**config.mk**
```make
export PLATFORM = sky130hd
export DESIGN_NAME = median_of_set
export DESIGN_NICKNAME = d
export VERILOG_FILES = /design/src/sv/mos_pkg.sv /design/src/sv/median_of_set.sv /design/src/sv/mos_sorter.sv
export VERILOG_INCLUDE_DIRS = /design/src /design/src/sv
export SDC_FILE = /design/constraint.sdc
export NUM_CORES = 2
export LEC_CHECK = 0
export BUFFER_PORTS_ARGS = -buffer_cell sky130_fd_sc_hd__clkbuf_2
export CAP_MARGIN = 20
export CORE_ASPECT_RATIO = 1.75
export CORE_MARGIN = 10
export CORE_UTILIZATION = 40
export CTS_BUF_LIST = sky130_fd_sc_hd__clkbuf_16
export DETAILED_ROUTE_END_ITERATION = 7
export HOLD_SLACK_MARGIN = 0.06
export SYNTH_ARGS = -nofsm -noshare
export SYNTH_HDL_FRONTEND = slang
export SYNTH_SLANG_ARGS = --single-unit
```
**constraint.sdc**
```tcl
create_clock -name clk -period 4.35 [get_ports clk]
set_input_delay 0.6525 -clock clk [delete_from_list [all_inputs] [get_ports clk]]
set_output_delay 0.6525 -clock clk [all_outputs]
set_load 0.01 [all_outputs]
```
**src/sv/median_of_set_assert.svh**
```systemverilog
// Assertion macros shared by the median_of_set RTL files.
// Each macro expects signals named clk and rst_n in the scope where it is used.
`ifndef MEDIAN_OF_SET_ASSERT_SVH
`define MEDIAN_OF_SET_ASSERT_SVH

// A condition that must hold at every clock edge outside reset.
`define MOS_ASSERT_ALWAYS(label, cond, msg) \
    label: assert property (@(posedge clk) disable iff (!rst_n) (cond)) else $error(msg);

// A consequent that must hold in the same cycle as its antecedent.
`define MOS_ASSERT_IMPLY(label, ante, cons, msg) \
    label: assert property (@(posedge clk) disable iff (!rst_n) (ante) |-> (cons)) \
        else $error(msg);

// A consequent that must hold in the cycle after its antecedent.
`define MOS_ASSERT_NEXT(label, ante, cons, msg) \
    label: assert property (@(posedge clk) disable iff (!rst_n) (ante) |=> (cons)) \
        else $error(msg);

`endif

```
**src/sv/mos_pkg.sv**
```systemverilog
// Shared types and constants for the median_of_set block.
// No dependencies; used by mos_sorter and median_of_set.
package mos_pkg;

    // Store capacity and derived widths.
    localparam int MAX_SAMPLES = 64;
    localparam int ADDR_W      = $clog2(MAX_SAMPLES);
    localparam int CNT_W       = $clog2(MAX_SAMPLES + 1);
    localparam int DATA_W      = 32;
    localparam int OUT_CNT_W   = 7;

    // Sorter sequencer states.
    typedef enum logic [2:0] {
        S_IDLE,
        S_INS_CMP,
        S_INS_LAST,
        S_MED_HI,
        S_MED_LO
    } sort_state_t;

    // Top-level control states.
    typedef enum logic [1:0] {
        T_IDLE,
        T_INSERT,
        T_MEDIAN,
        T_OUTPUT
    } top_state_t;

    // Command from the control FSM to the sorter.
    typedef struct packed {
        logic                      ins;
        logic                      med;
        logic signed [DATA_W-1:0]  value;
        logic [CNT_W-1:0]          count;
    } sort_cmd_t;

    // Status from the sorter back to the control FSM.
    typedef struct packed {
        logic                      done;
        logic signed [DATA_W-1:0]  median;
    } sort_stat_t;

endpackage

```
**src/sv/median_of_set.sv**
```systemverilog
// median_of_set: streams a set of signed samples and returns its median.
// One request on the sample channel carries one sample; last_sample marks
// the end of a set. After the last sample one request leaves on the result
// channel with the median, the number of kept samples and a drop flag.
// Each sample is inserted into a sorted store of MAX_SAMPLES entries with
// one read and one write port, one entry examined per cycle, so a sample
// keeps sample_stall high after acceptance for longer the more larger
// samples it passes. A last sample then adds the median reads and the
// load of the result register. A sample that arrives with the store full
// is dropped at once and sets samples_dropped.
// Reset clears the control state and empties the set; the store contents
// need no clearing since only entries below the count are read.
// The result sits in an output register: while result_stall is high it
// holds, and the block keeps accepting samples of the next set; after that
// set's last sample has been processed, sample_stall stays high until the
// held result has been taken.
// Depends on mos_pkg, mos_sorter and median_of_set_assert.svh.
`include "median_of_set_assert.svh"

module median_of_set (
    input  logic                               clk,
    input  logic                               rst_n,
    input  logic                               sample_valid,
    output logic                               sample_stall,
    input  logic signed [mos_pkg::DATA_W-1:0]  sample_value,
    input  logic                               last_sample,
    output logic                               result_valid,
    input  logic                               result_stall,
    output logic signed [mos_pkg::DATA_W-1:0]  median_value,
    output logic [mos_pkg::OUT_CNT_W-1:0]      sample_count,
    output logic                               samples_dropped
);
    import mos_pkg::*;

    top_state_t               state_reg, state_next;
    logic [CNT_W-1:0]         held_reg, held_next;
    logic                     overflow_reg, overflow_next;
    logic                     last_reg, last_next;
    logic                     out_valid_reg, out_valid_next;
    logic signed [DATA_W-1:0] out_median_reg, out_median_next;
    logic [OUT_CNT_W-1:0]     out_count_reg, out_count_next;
    logic                     out_drop_reg, out_drop_next;

    logic                     accept;
    logic                     out_free;
    sort_cmd_t                cmd;
    sort_stat_t               stat;

    mos_sorter u_sorter (
        .clk   (clk),
        .rst_n (rst_n),
        .cmd   (cmd),
        .stat  (stat)
    );

    assign sample_stall = (state_reg != T_IDLE);
    assign accept       = sample_valid && !sample_stall;
    assign out_free     = !out_valid_reg || !result_stall;

    // Control registers.
    always_ff @(posedge clk or negedge rst_n)
    begin
        if (!rst_n)
        begin
            state_reg     <= T_IDLE;
            held_reg      <= '0;
            overflow_reg  <= 1'b0;
            last_reg      <= 1'b0;
            out_valid_reg <= 1'b0;
        end
        else
        begin
            state_reg     <= state_next;
            held_reg      <= held_next;
            overflow_reg  <= overflow_next;
            last_reg      <= last_next;
            out_valid_reg <= out_valid_next;
        end
    end

    // Result payload register.
    always_ff @(posedge clk)
    begin
        out_median_reg <= out_median_next;
        out_count_reg  <= out_count_next;
        out_drop_reg   <= out_drop_next;
    end

    // Sequencing of insert, median and result load.
    always_comb
    begin
        state_next      = state_reg;
        held_next       = held_reg;
        overflow_next   = overflow_reg;
        last_next       = last_reg;
        out_valid_next  = out_valid_reg && result_stall;
        out_median_next = out_median_reg;
        out_count_next  = out_count_reg;
        out_drop_next   = out_drop_reg;
        cmd.ins         = 1'b0;
        cmd.med         = 1'b0;
        cmd.value       = sample_value;
        cmd.count       = held_reg;

        unique case (state_reg)
            T_IDLE:
            begin
                if (accept)
                begin
                    if (held_reg < CNT_W'(MAX_SAMPLES))
                    begin
                        cmd.ins    = 1'b1;
                        held_next  = held_reg + 1'b1;
                        last_next  = last_sample;
                        state_next = T_INSERT;
                    end
                    else
                    begin
                        overflow_next = 1'b1;
                        if (last_sample)
                        begin
                            cmd.med    = 1'b1;
                            state_next = T_MEDIAN;
                        end
                    end
                end
            end

            T_INSERT:
            begin
                if (stat.done)
                begin
                    if (last_reg)
                    begin
                        cmd.med    = 1'b1;
                        state_next = T_MEDIAN;
                    end
                    else
                    begin
                        state_next = T_IDLE;
                    end
                end
            end

            T_MEDIAN:
            begin
                if (stat.done)
                begin
                    state_next = T_OUTPUT;
                end
            end

            T_OUTPUT:
            begin
                if (out_free)
                begin
                    out_valid_next  = 1'b1;
                    out_median_next = stat.median;
                    out_count_next  = OUT_CNT_W'(held_reg);
                    out_drop_next   = overflow_reg;
                    held_next       = '0;
                    overflow_next   = 1'b0;
                    state_next      = T_IDLE;
                end
            end

            default:
            begin
                state_next = T_IDLE;
            end
        endcase
    end

    assign result_valid    = out_valid_reg;
    assign median_value    = out_median_reg;
    assign sample_count    = out_count_reg;
    assign samples_dropped = out_drop_reg;

    `MOS_ASSERT_ALWAYS(a_held_cap, held_reg <= CNT_W'(MAX_SAMPLES), "held count above capacity")
    `MOS_ASSERT_IMPLY(a_done_state, stat.done,
        state_reg == T_INSERT || state_reg == T_MEDIAN, "sorter done outside a wait state")
    `MOS_ASSERT_IMPLY(a_median_nonempty, cmd.med, held_reg != '0, "median of an empty set")
    `MOS_ASSERT_NEXT(a_load_clears, state_reg == T_OUTPUT && out_free,
        held_reg == '0 && !overflow_reg && out_valid_reg, "result load did not reset the set")

endmodule

```
**src/sv/mos_sorter.sv**
```systemverilog
// Sorted sample store with an insertion sequencer and median readout.
// Depends on mos_pkg and median_of_set_assert.svh.
`include "median_of_set_assert.svh"

module mos_sorter (
    input  logic               clk,
    input  logic               rst_n,
    input  mos_pkg::sort_cmd_t cmd,
    output mos_pkg::sort_stat_t stat
);
    import mos_pkg::*;

    logic signed [DATA_W-1:0] mem [MAX_SAMPLES];

    sort_state_t              state_reg, state_next;
    logic [ADDR_W-1:0]        idx_reg, idx_next;
    logic signed [DATA_W-1:0] value_reg, value_next;
    logic signed [DATA_W-1:0] hi_reg, hi_next;
    logic signed [DATA_W-1:0] median_reg, median_next;
    logic                     odd_reg, odd_next;
    logic                     done_reg, done_next;
    logic signed [DATA_W-1:0] rd_data_reg;

    logic                     rd_en;
    logic [ADDR_W-1:0]        rd_addr;
    logic                     wr_en;
    logic [ADDR_W-1:0]        wr_addr;
    logic signed [DATA_W-1:0] wr_data;
    logic [CNT_W-1:0]         mid;
    logic signed [DATA_W:0]   pair_sum;

    // Store: one write port and one registered read port.
    always_ff @(posedge clk)
    begin
        if (wr_en)
        begin
            mem[wr_addr] <= wr_data;
        end
    end

    always_ff @(posedge clk)
    begin
        if (rd_en)
        begin
            rd_data_reg <= mem[rd_addr];
        end
    end

    // Sequencer state and control registers.
    always_ff @(posedge clk or negedge rst_n)
    begin
        if (!rst_n)
        begin
            state_reg <= S_IDLE;
            done_reg  <= 1'b0;
        end
        else
        begin
            state_reg <= state_next;
            done_reg  <= done_next;
        end
    end

    // Datapath registers.
    always_ff @(posedge clk)
    begin
        idx_reg    <= idx_next;
        value_reg  <= value_next;
        hi_reg     <= hi_next;
        median_reg <= median_next;
        odd_reg    <= odd_next;
    end

    assign mid      = cmd.count >> 1;
    assign pair_sum = {hi_reg[DATA_W-1], hi_reg} + {rd_data_reg[DATA_W-1], rd_data_reg};

    // Insertion walks down from the top, shifting larger entries up one place
    // while the next lower entry is already being read.
    always_comb
    begin
        state_next  = state_reg;
        idx_next    = idx_reg;
        value_next  = value_reg;
        hi_next     = hi_reg;
        median_next = median_reg;
        odd_next    = odd_reg;
        done_next   = 1'b0;
        rd_en       = 1'b0;
        rd_addr     = idx_reg;
        wr_en       = 1'b0;
        wr_addr     = idx_reg;
        wr_data     = value_reg;

        unique case (state_reg)
            S_IDLE:
            begin
                if (cmd.ins)
                begin
                    value_next = cmd.value;
                    if (cmd.count == '0)
                    begin
                        wr_en     = 1'b1;
                        wr_addr   = '0;
                        wr_data   = cmd.value;
                        done_next = 1'b1;
                    end
                    else
                    begin
                        rd_en      = 1'b1;
                        rd_addr    = ADDR_W'(cmd.count - 1'b1);
                        idx_next   = ADDR_W'(cmd.count);
                        state_next = S_INS_CMP;
                    end
                end
                else if (cmd.med)
                begin
                    rd_en      = 1'b1;
                    rd_addr    = ADDR_W'(mid);
                    idx_next   = ADDR_W'(mid);
                    odd_next   = cmd.count[0];
                    state_next = S_MED_HI;
                end
            end

            S_INS_CMP:
            begin
                wr_en = 1'b1;
                if (rd_data_reg > value_reg)
                begin
                    wr_data  = rd_data_reg;
                    idx_next = idx_reg - 1'b1;
                    if (idx_reg == ADDR_W'(1))
                    begin
                        state_next = S_INS_LAST;
                    end
                    else
                    begin
                        rd_en   = 1'b1;
                        rd_addr = idx_reg - ADDR_W'(2);
                    end
                end
                else
                begin
                    done_next  = 1'b1;
                    state_next = S_IDLE;
                end
            end

            S_INS_LAST:
            begin
                wr_en      = 1'b1;
                wr_addr    = '0;
                done_next  = 1'b1;
                state_next = S_IDLE;
            end

            S_MED_HI:
            begin
                if (odd_reg)
                begin
                    median_next = rd_data_reg;
                    done_next   = 1'b1;
                    state_next  = S_IDLE;
                end
                else
                begin
                    hi_next    = rd_data_reg;
                    rd_en      = 1'b1;
                    rd_addr    = idx_reg - 1'b1;
                    state_next = S_MED_LO;
                end
            end

            S_MED_LO:
            begin
                // Floor halving of the 33-bit sum.
                median_next = pair_sum[DATA_W:1];
                done_next   = 1'b1;
                state_next  = S_IDLE;
            end

            default:
            begin
                state_next = S_IDLE;
            end
        endcase
    end

    assign stat.done   = done_reg;
    assign stat.median = median_reg;

    `MOS_ASSERT_NEXT(a_done_pulse, done_reg, !done_reg, "sorter done held for two cycles")
    `MOS_ASSERT_IMPLY(a_cmp_idx, state_reg == S_INS_CMP, idx_reg != '0,
        "insertion compare at bottom of store")
    `MOS_ASSERT_IMPLY(a_cmd_excl, cmd.ins, !cmd.med, "insert and median requested together")
    `MOS_ASSERT_IMPLY(a_cmd_idle, cmd.ins || cmd.med, state_reg == S_IDLE,
        "sorter command while busy")

endmodule
```
# Yosys cells after proc, flatten, opt, wreduce, memory -nomap -nowiden
# Memory sizes are Yosys's and may differ from the RTL's. A register that Yosys moved wholly into a read port is not among the register bits.
# Cells that the tools add are included.
# classes
n_addsub,5
magnitude_cmp,2
eq_ne,20
mux,68
bitwise,2
n_reduce_logical,26
# ops
op,n
32-bit 2-to-1 mux,4
32-bit case mux with 2 select lines,2
6-bit 2-to-1 mux,11
32-bit by 32-bit adder with 33-bit output,1
32-bit greater-than comparator,1
6-bit case mux with 2 select lines,2
1-bit 2-to-1 mux,23
7-bit 2-to-1 mux,3
3-bit 2-to-1 mux,6
6-bit case mux with 3 select lines,1
2-bit 2-to-1 mux,8
7-bit case mux with 2 select lines,1
3-bit inequality test (second input constant),4
3-bit AND reduction,4
6-bit by 1-bit subtractor with 6-bit output (second input constant),2
3-bit case mux with 3 select lines,1
2-bit by 1-bit inequality test with 1-bit output (second input constant),4
2-bit inequality test (second input constant),4
2-bit case mux with 4 select lines,1
2-bit AND reduction,4
4-bit AND reduction,2
2-bit nonzero test,4
7-bit by 1-bit adder with 7-bit output (second input constant),1
7-bit zero test,1
19 further kinds,28
# word_totals
register_bits,159
mem_bits_rw,2048
out_inout_bits,42
n_memories,1
# memory_table
memory,words,width,read_ports,rd_clocked_by_memory_dff,write_ports,line_no,source
u_sorter.mem,64,32,1,1,1,mos_sorter.sv:13,logic signed [DATA_W-1:0] mem [MAX_SAMPLES];

# Logic depth before layout (Yosys ltp)
# logic_depth
depth_word,9
mapped_depth,18
depth_no_buf,13

# Modules after synthesis
# A second synthesis with hierarchy kept.
# hier_totals
hier_cells,6753
area_unflattened_um2,91019.8
# modules_own_cells
module,n_inst,cells_per_inst,area_per_inst_um2,seq_area_each_um2
mos_sorter,1,6649,89223.1,65653.0
median_of_set,1,104,1796.7,1501.4

# Worst setup path before layout
# OpenSTA, ideal clock, no wires.
# synth_path
kind,reg2reg
from,reg held_reg[0]
to,"mem u_sorter.mem[32][0], enable pin"
setup_time_ns,0.461
t_arrival_ns,3.885
t_required_ns,3.889
setup_slack_ns,0.004
stages_incl_launch_ff,9
n_path_buf,0
period_less_slack_ns,4.346
path_cell_list,dfrtp_1 > inv_1 > ha_1 > nor3b_2 > nand2_1 > nor3_1 > a31oi_1 > nand4_1 > nor3_1
# synth_via
elab_chain_len,8
# synth_lines
item,line_no,source
from (decl),median_of_set.sv:36,"logic [CNT_W-1:0] held_reg, held_next;"
from (signal assigned),median_of_set.sv:74,held_reg <= held_next;
7-bit less-than comparator,median_of_set.sv:110,if (held_reg < CNT_W'(MAX_SAMPLES))
1-bit 2-to-1 mux,median_of_set.sv:110,
2-bit 2-to-1 mux,median_of_set.sv:108,if (accept)
1-bit 2-to-1 mux,median_of_set.sv:105,unique case (state_reg)
1-bit 2-to-1 mux,mos_sorter.sv:97,if (cmd.ins)
1-bit case mux with 2 select lines,mos_sorter.sv:94,unique case (state_reg)
1-bit 2-to-1 mux,mos_sorter.sv:35,if (wr_en)
1-bit 2-to-1 mux (not written as such),mos_sorter.sv:37,mem[wr_addr] <= wr_data;
to (decl),mos_sorter.sv:13,
# Parallel ways exist; a longest one is shown, timed or not.

# Worst setup path after layout
# layout_path
from,"reg u_sorter.rd_data_reg[4], read port of u_sorter.mem"
to,"reg u_sorter.rd_data_reg[29], read port of u_sorter.mem (data pin)"
# layout_via
elab_chain_len,3
# layout_lines
item,line_no,source
from (decl),mos_sorter.sv:22,logic signed [DATA_W-1:0] rd_data_reg;
32-bit greater-than comparator (*),mos_sorter.sv:128,if (rd_data_reg > value_reg)
6-bit 2-to-1 mux / 1-bit 2-to-1 mux (equally long branches),mos_sorter.sv:128,
6-bit case mux with 3 select lines / 1-bit case mux with 3 select lines (equally long branches),mos_sorter.sv:94,
# Every way passes the cells marked *; elsewhere a longest branch is shown, timed or not.
# A chain may end at the register's enable or synchronous reset.

==> results.sh <==
export IMPL_outcome="finished with violations"
export IMPL_violations="setup timing"
export IMPL_r2r_start="u_sorter.rd_data_reg[4]"
export IMPL_async_reset_ff_share_pct=0.715
export IMPL_hpwl_um=186000
export IMPL_final_area_mm2=0.114
export IMPL_slowest_stage="edfxtp_1"
export IMPL_final_nets=7441
export IMPL_grt_pass1_wl_um=423000
export IMPL_crit_family="compound AO/OA/AOI/OAI gates"
export IMPL_clock_sinks=2239
export IMPL_largest_reg_flops=2048
export IMPL_drv_cap=0
export IMPL_syn_to_final_growth_pct=24.7
export IMPL_critical_path_cell_chain="ha_1, nand4_1, or3_1, a21oi_2, o41a_1, buf_6, or3_4, a211oi_2, buf_6, a21oi_4, buf_8, buf_6, a2111oi_4, buf_4, o41ai_4, a31oi_4, a2bb2oi_4"
export IMPL_cts_buffers=193
export IMPL_die_h_um=653
export IMPL_final_common_cell="edfxtp_1"
export IMPL_root_buffer="clkbuf_16"
export IMPL_cp_data_arrival_time_ns=5.09
export IMPL_cts_tree="done"
export IMPL_reg2reg_to="u_sorter.rd_data_reg[29]"
export IMPL_grt_start_max_net_pins=65
export IMPL_top_register="u_sorter.mem"
export IMPL_rsz0062_at_grt="yes"
export IMPL_yosys_warnings=0
export IMPL_reg2reg_setup_slack_ns=-0.19
export IMPL_worstSkewPairLatency_ns=0.87
export IMPL_crit_required_ns=4.90
export IMPL_cp_startpoint="u_sorter.rd_data_reg[4]"
export IMPL_max_slew_margin_rel_pct=28.6
export IMPL_viasPerCell=5.72
export IMPL_report_final_slew_viol_count=0
export IMPL_synth_area_mm2=0.0917
export IMPL_drive_gt1_share_pct=23.6
export IMPL_htree_levels=4
export IMPL_hold_violations=0
export IMPL_critical_path_max_stage_delay_ns=0.51
export IMPL_path_buf_inv=5
export IMPL_crit_top_cell="buf_6"
export IMPL_num_rows=232
export IMPL_yosysSeqAreaShare_pct=73.3
export IMPL_numPortBuffers=78
export IMPL_drtIter0Drc=6521
export IMPL_ys_types=96
export IMPL_path_max_fanout=24
export IMPL_placed_area_mm2=0.102
export IMPL_worst_setup_path_start_kind="flop"
export IMPL_routabilityCongestion=0.927
export IMPL_layout_min_cycle_time_ns=4.54
export IMPL_cp_depth=17
export IMPL_num_fill_cells=19000
export IMPL_first_pass_iters=6
export IMPL_syn_nets=6622
export IMPL_pin_count=79
export IMPL_start_util_pct=40.2
export IMPL_route_detailed_drc=0
export IMPL_crit_type="reg -> reg"
export IMPL_dr_total_vias=60400
export IMPL_final_setup_tns_ns=-3.30
export IMPL_ys_flop_type="edfxtp_1"
export IMPL_ys_ff_latch=2239
export IMPL_antenna_left=0
export IMPL_synth_edff_count=2223
export IMPL_cp_end_kind="flop"
export IMPL_antenna_found_initial=14
export IMPL_coreArea_mm2=0.228
export IMPL_rr_worst_depth=17
export IMPL_hold_class="in -> reg"
export IMPL_finalCritPeriodShare_pct=104
export IMPL_pre_cts_slack_ns=-0.906
export IMPL_fp_dieW_um=382
export IMPL_fin_skew_ns=0.0504
export IMPL_clock_path_buffers=4
export IMPL_crit_end="u_sorter.rd_data_reg[29]"
export IMPL_tightest_slew_ns=1.07
export IMPL_clk_pin_slew_ns=0.07
export IMPL_drt_total_wl_um=302000
export IMPL_grt_ovfl_total=0
export IMPL_avgSynthCellArea_um2=14.1
export IMPL_final_setup_worst_slack_ns=-0.195
export IMPL_layout_common_cells="2,223 x edfxtp_1, 1,457 x nand2_1, 592 x buf_4, 553 x nand3_1, 326 x mux2i_1"
export IMPL_max_freq_mhz=220
export IMPL_grt_pass1_vias=60000
export IMPL_grt_use_total_pct=23.0
export IMPL_wl_per_cell_um=28.6
export IMPL_finalSetupViolations=32
export IMPL_dieArea_mm2=0.249
export IMPL_synthCells=6515
metal layers:
layer	part of all wire [%]	vias to the layer above	GRT usage, %
li1	-	26300	-
met1	35	30600	25.7
met2	51	2795	40.8
met3	6.4	779	2.89
met4	8.2	6	15.8
met5	0.012	-	0
repair_timing:
item,in CTS,in global routing
pin swaps,132,156
hold buffers,28,0
setup buffers,107,51
hold endpoints to repair,43,0
cloned,28,19
gates resized for setup,358,227
endpoints found under the setup margin,139,59
cells in the mapped netlist (13+ instances only):
library cell / count / share of area (%)
a211o_1: 81 / 0.77
a211oi_1: 67 / 0.55
a21o_1: 13 / 0.11
a21oi_1: 66 / 0.36
a222oi_1: 32 / 0.35
a311oi_1: 104 / 0.99
a31oi_1: 58 / 0.40
and3_1: 213 / 1.5
buf_1: 36 / 0.15
buf_2: 162 / 0.88
buf_4: 29 / 0.24
clkbuf_1: 175 / 0.72
dfrtp_1: 16 / 0.44
edfxtp_1: 2223 / 73
ha_1: 69 / 0.94
inv_1: 90 / 0.37
mux2_2: 15 / 0.18
mux2i_1: 347 / 3.8
mux4_2: 32 / 0.79
nand2_1: 1469 / 6.0
nand3_1: 579 / 3.2
nand4_1: 109 / 0.74
nor2_1: 122 / 0.50
nor3_1: 58 / 0.32
o21ai_0: 62 / 0.34
o21ai_1: 17 / 0.093
o22a_1: 19 / 0.18
or3_1: 15 / 0.10
xnor2_1: 22 / 0.21
xor2_1: 18 / 0.17
kinds of logic (layout without fill, tap and decap cells):
logic type               after synthesis  count (layout)  share of synthesized area, %
XOR/XNOR                              40              40                         0.382
AND/OR/NAND/NOR                     2619            2619                          12.7
other                                  0              34                             0
buffers and inverters                505            1473                          2.49
adder cells (fa/ha/maj)               70              70                         0.964
multiplexers                         394             394                          4.76
AO/OA/AOI/OAI                        648             648                          5.40
flip-flops                          2239            2239                          73.3
through the flow:
step / std cells / hold WS [ns] / utilization, %
6_report: 10600 / 0.0863 / 50.1
5_1_grt: 10600 / 0.0738 / 50.1
4_1_cts: 10500 / 0.0649 / 49.3
3_5_place_dp: 9978 / 0.405 / 44.8
3_3_place_gp: 9975 / 0.400 / 44.8
2_1_floorplan: 6515 / 0.357 / -
worst min path at each step:
stage / to / cells past startpoint / slack (ns) / startpoint
floorplan: held_reg[0] / 0 / 0.36 / rst_n
finish: u_sorter.value_reg[6] / 1 / 0.09 / sample_value[6]
global route: u_sorter.value_reg[6] / 1 / 0.07 / sample_value[6]
CTS: u_sorter.value_reg[29] / 1 / 0.06 / sample_value[29]
detailed placement: median_value[22] / 0 / 0.40 / u_sorter.median_reg[22]
global placement: median_value[23] / 0 / 0.40 / u_sorter.median_reg[23]
area by class of cell:
type | count | area (um2) | area share [%]
flip-flops and latches | 2239 | 67200 | 58.8
multi-input cells | 3771 | 25000 | 21.9
repair buffers | 1036 | 11600 | 10.1
clock buffers | 198 | 4950 | 4.33
well taps | 3042 | 3810 | 3.33
clock inverters | 146 | 1320 | 1.15
inverters | 93 | 349 | 0.305
diodes | 34 | 85.1 | 0.0744
Power is not shown: default switching activity piles up to over one toggle a cycle in this logic, so the estimate is an artifact.
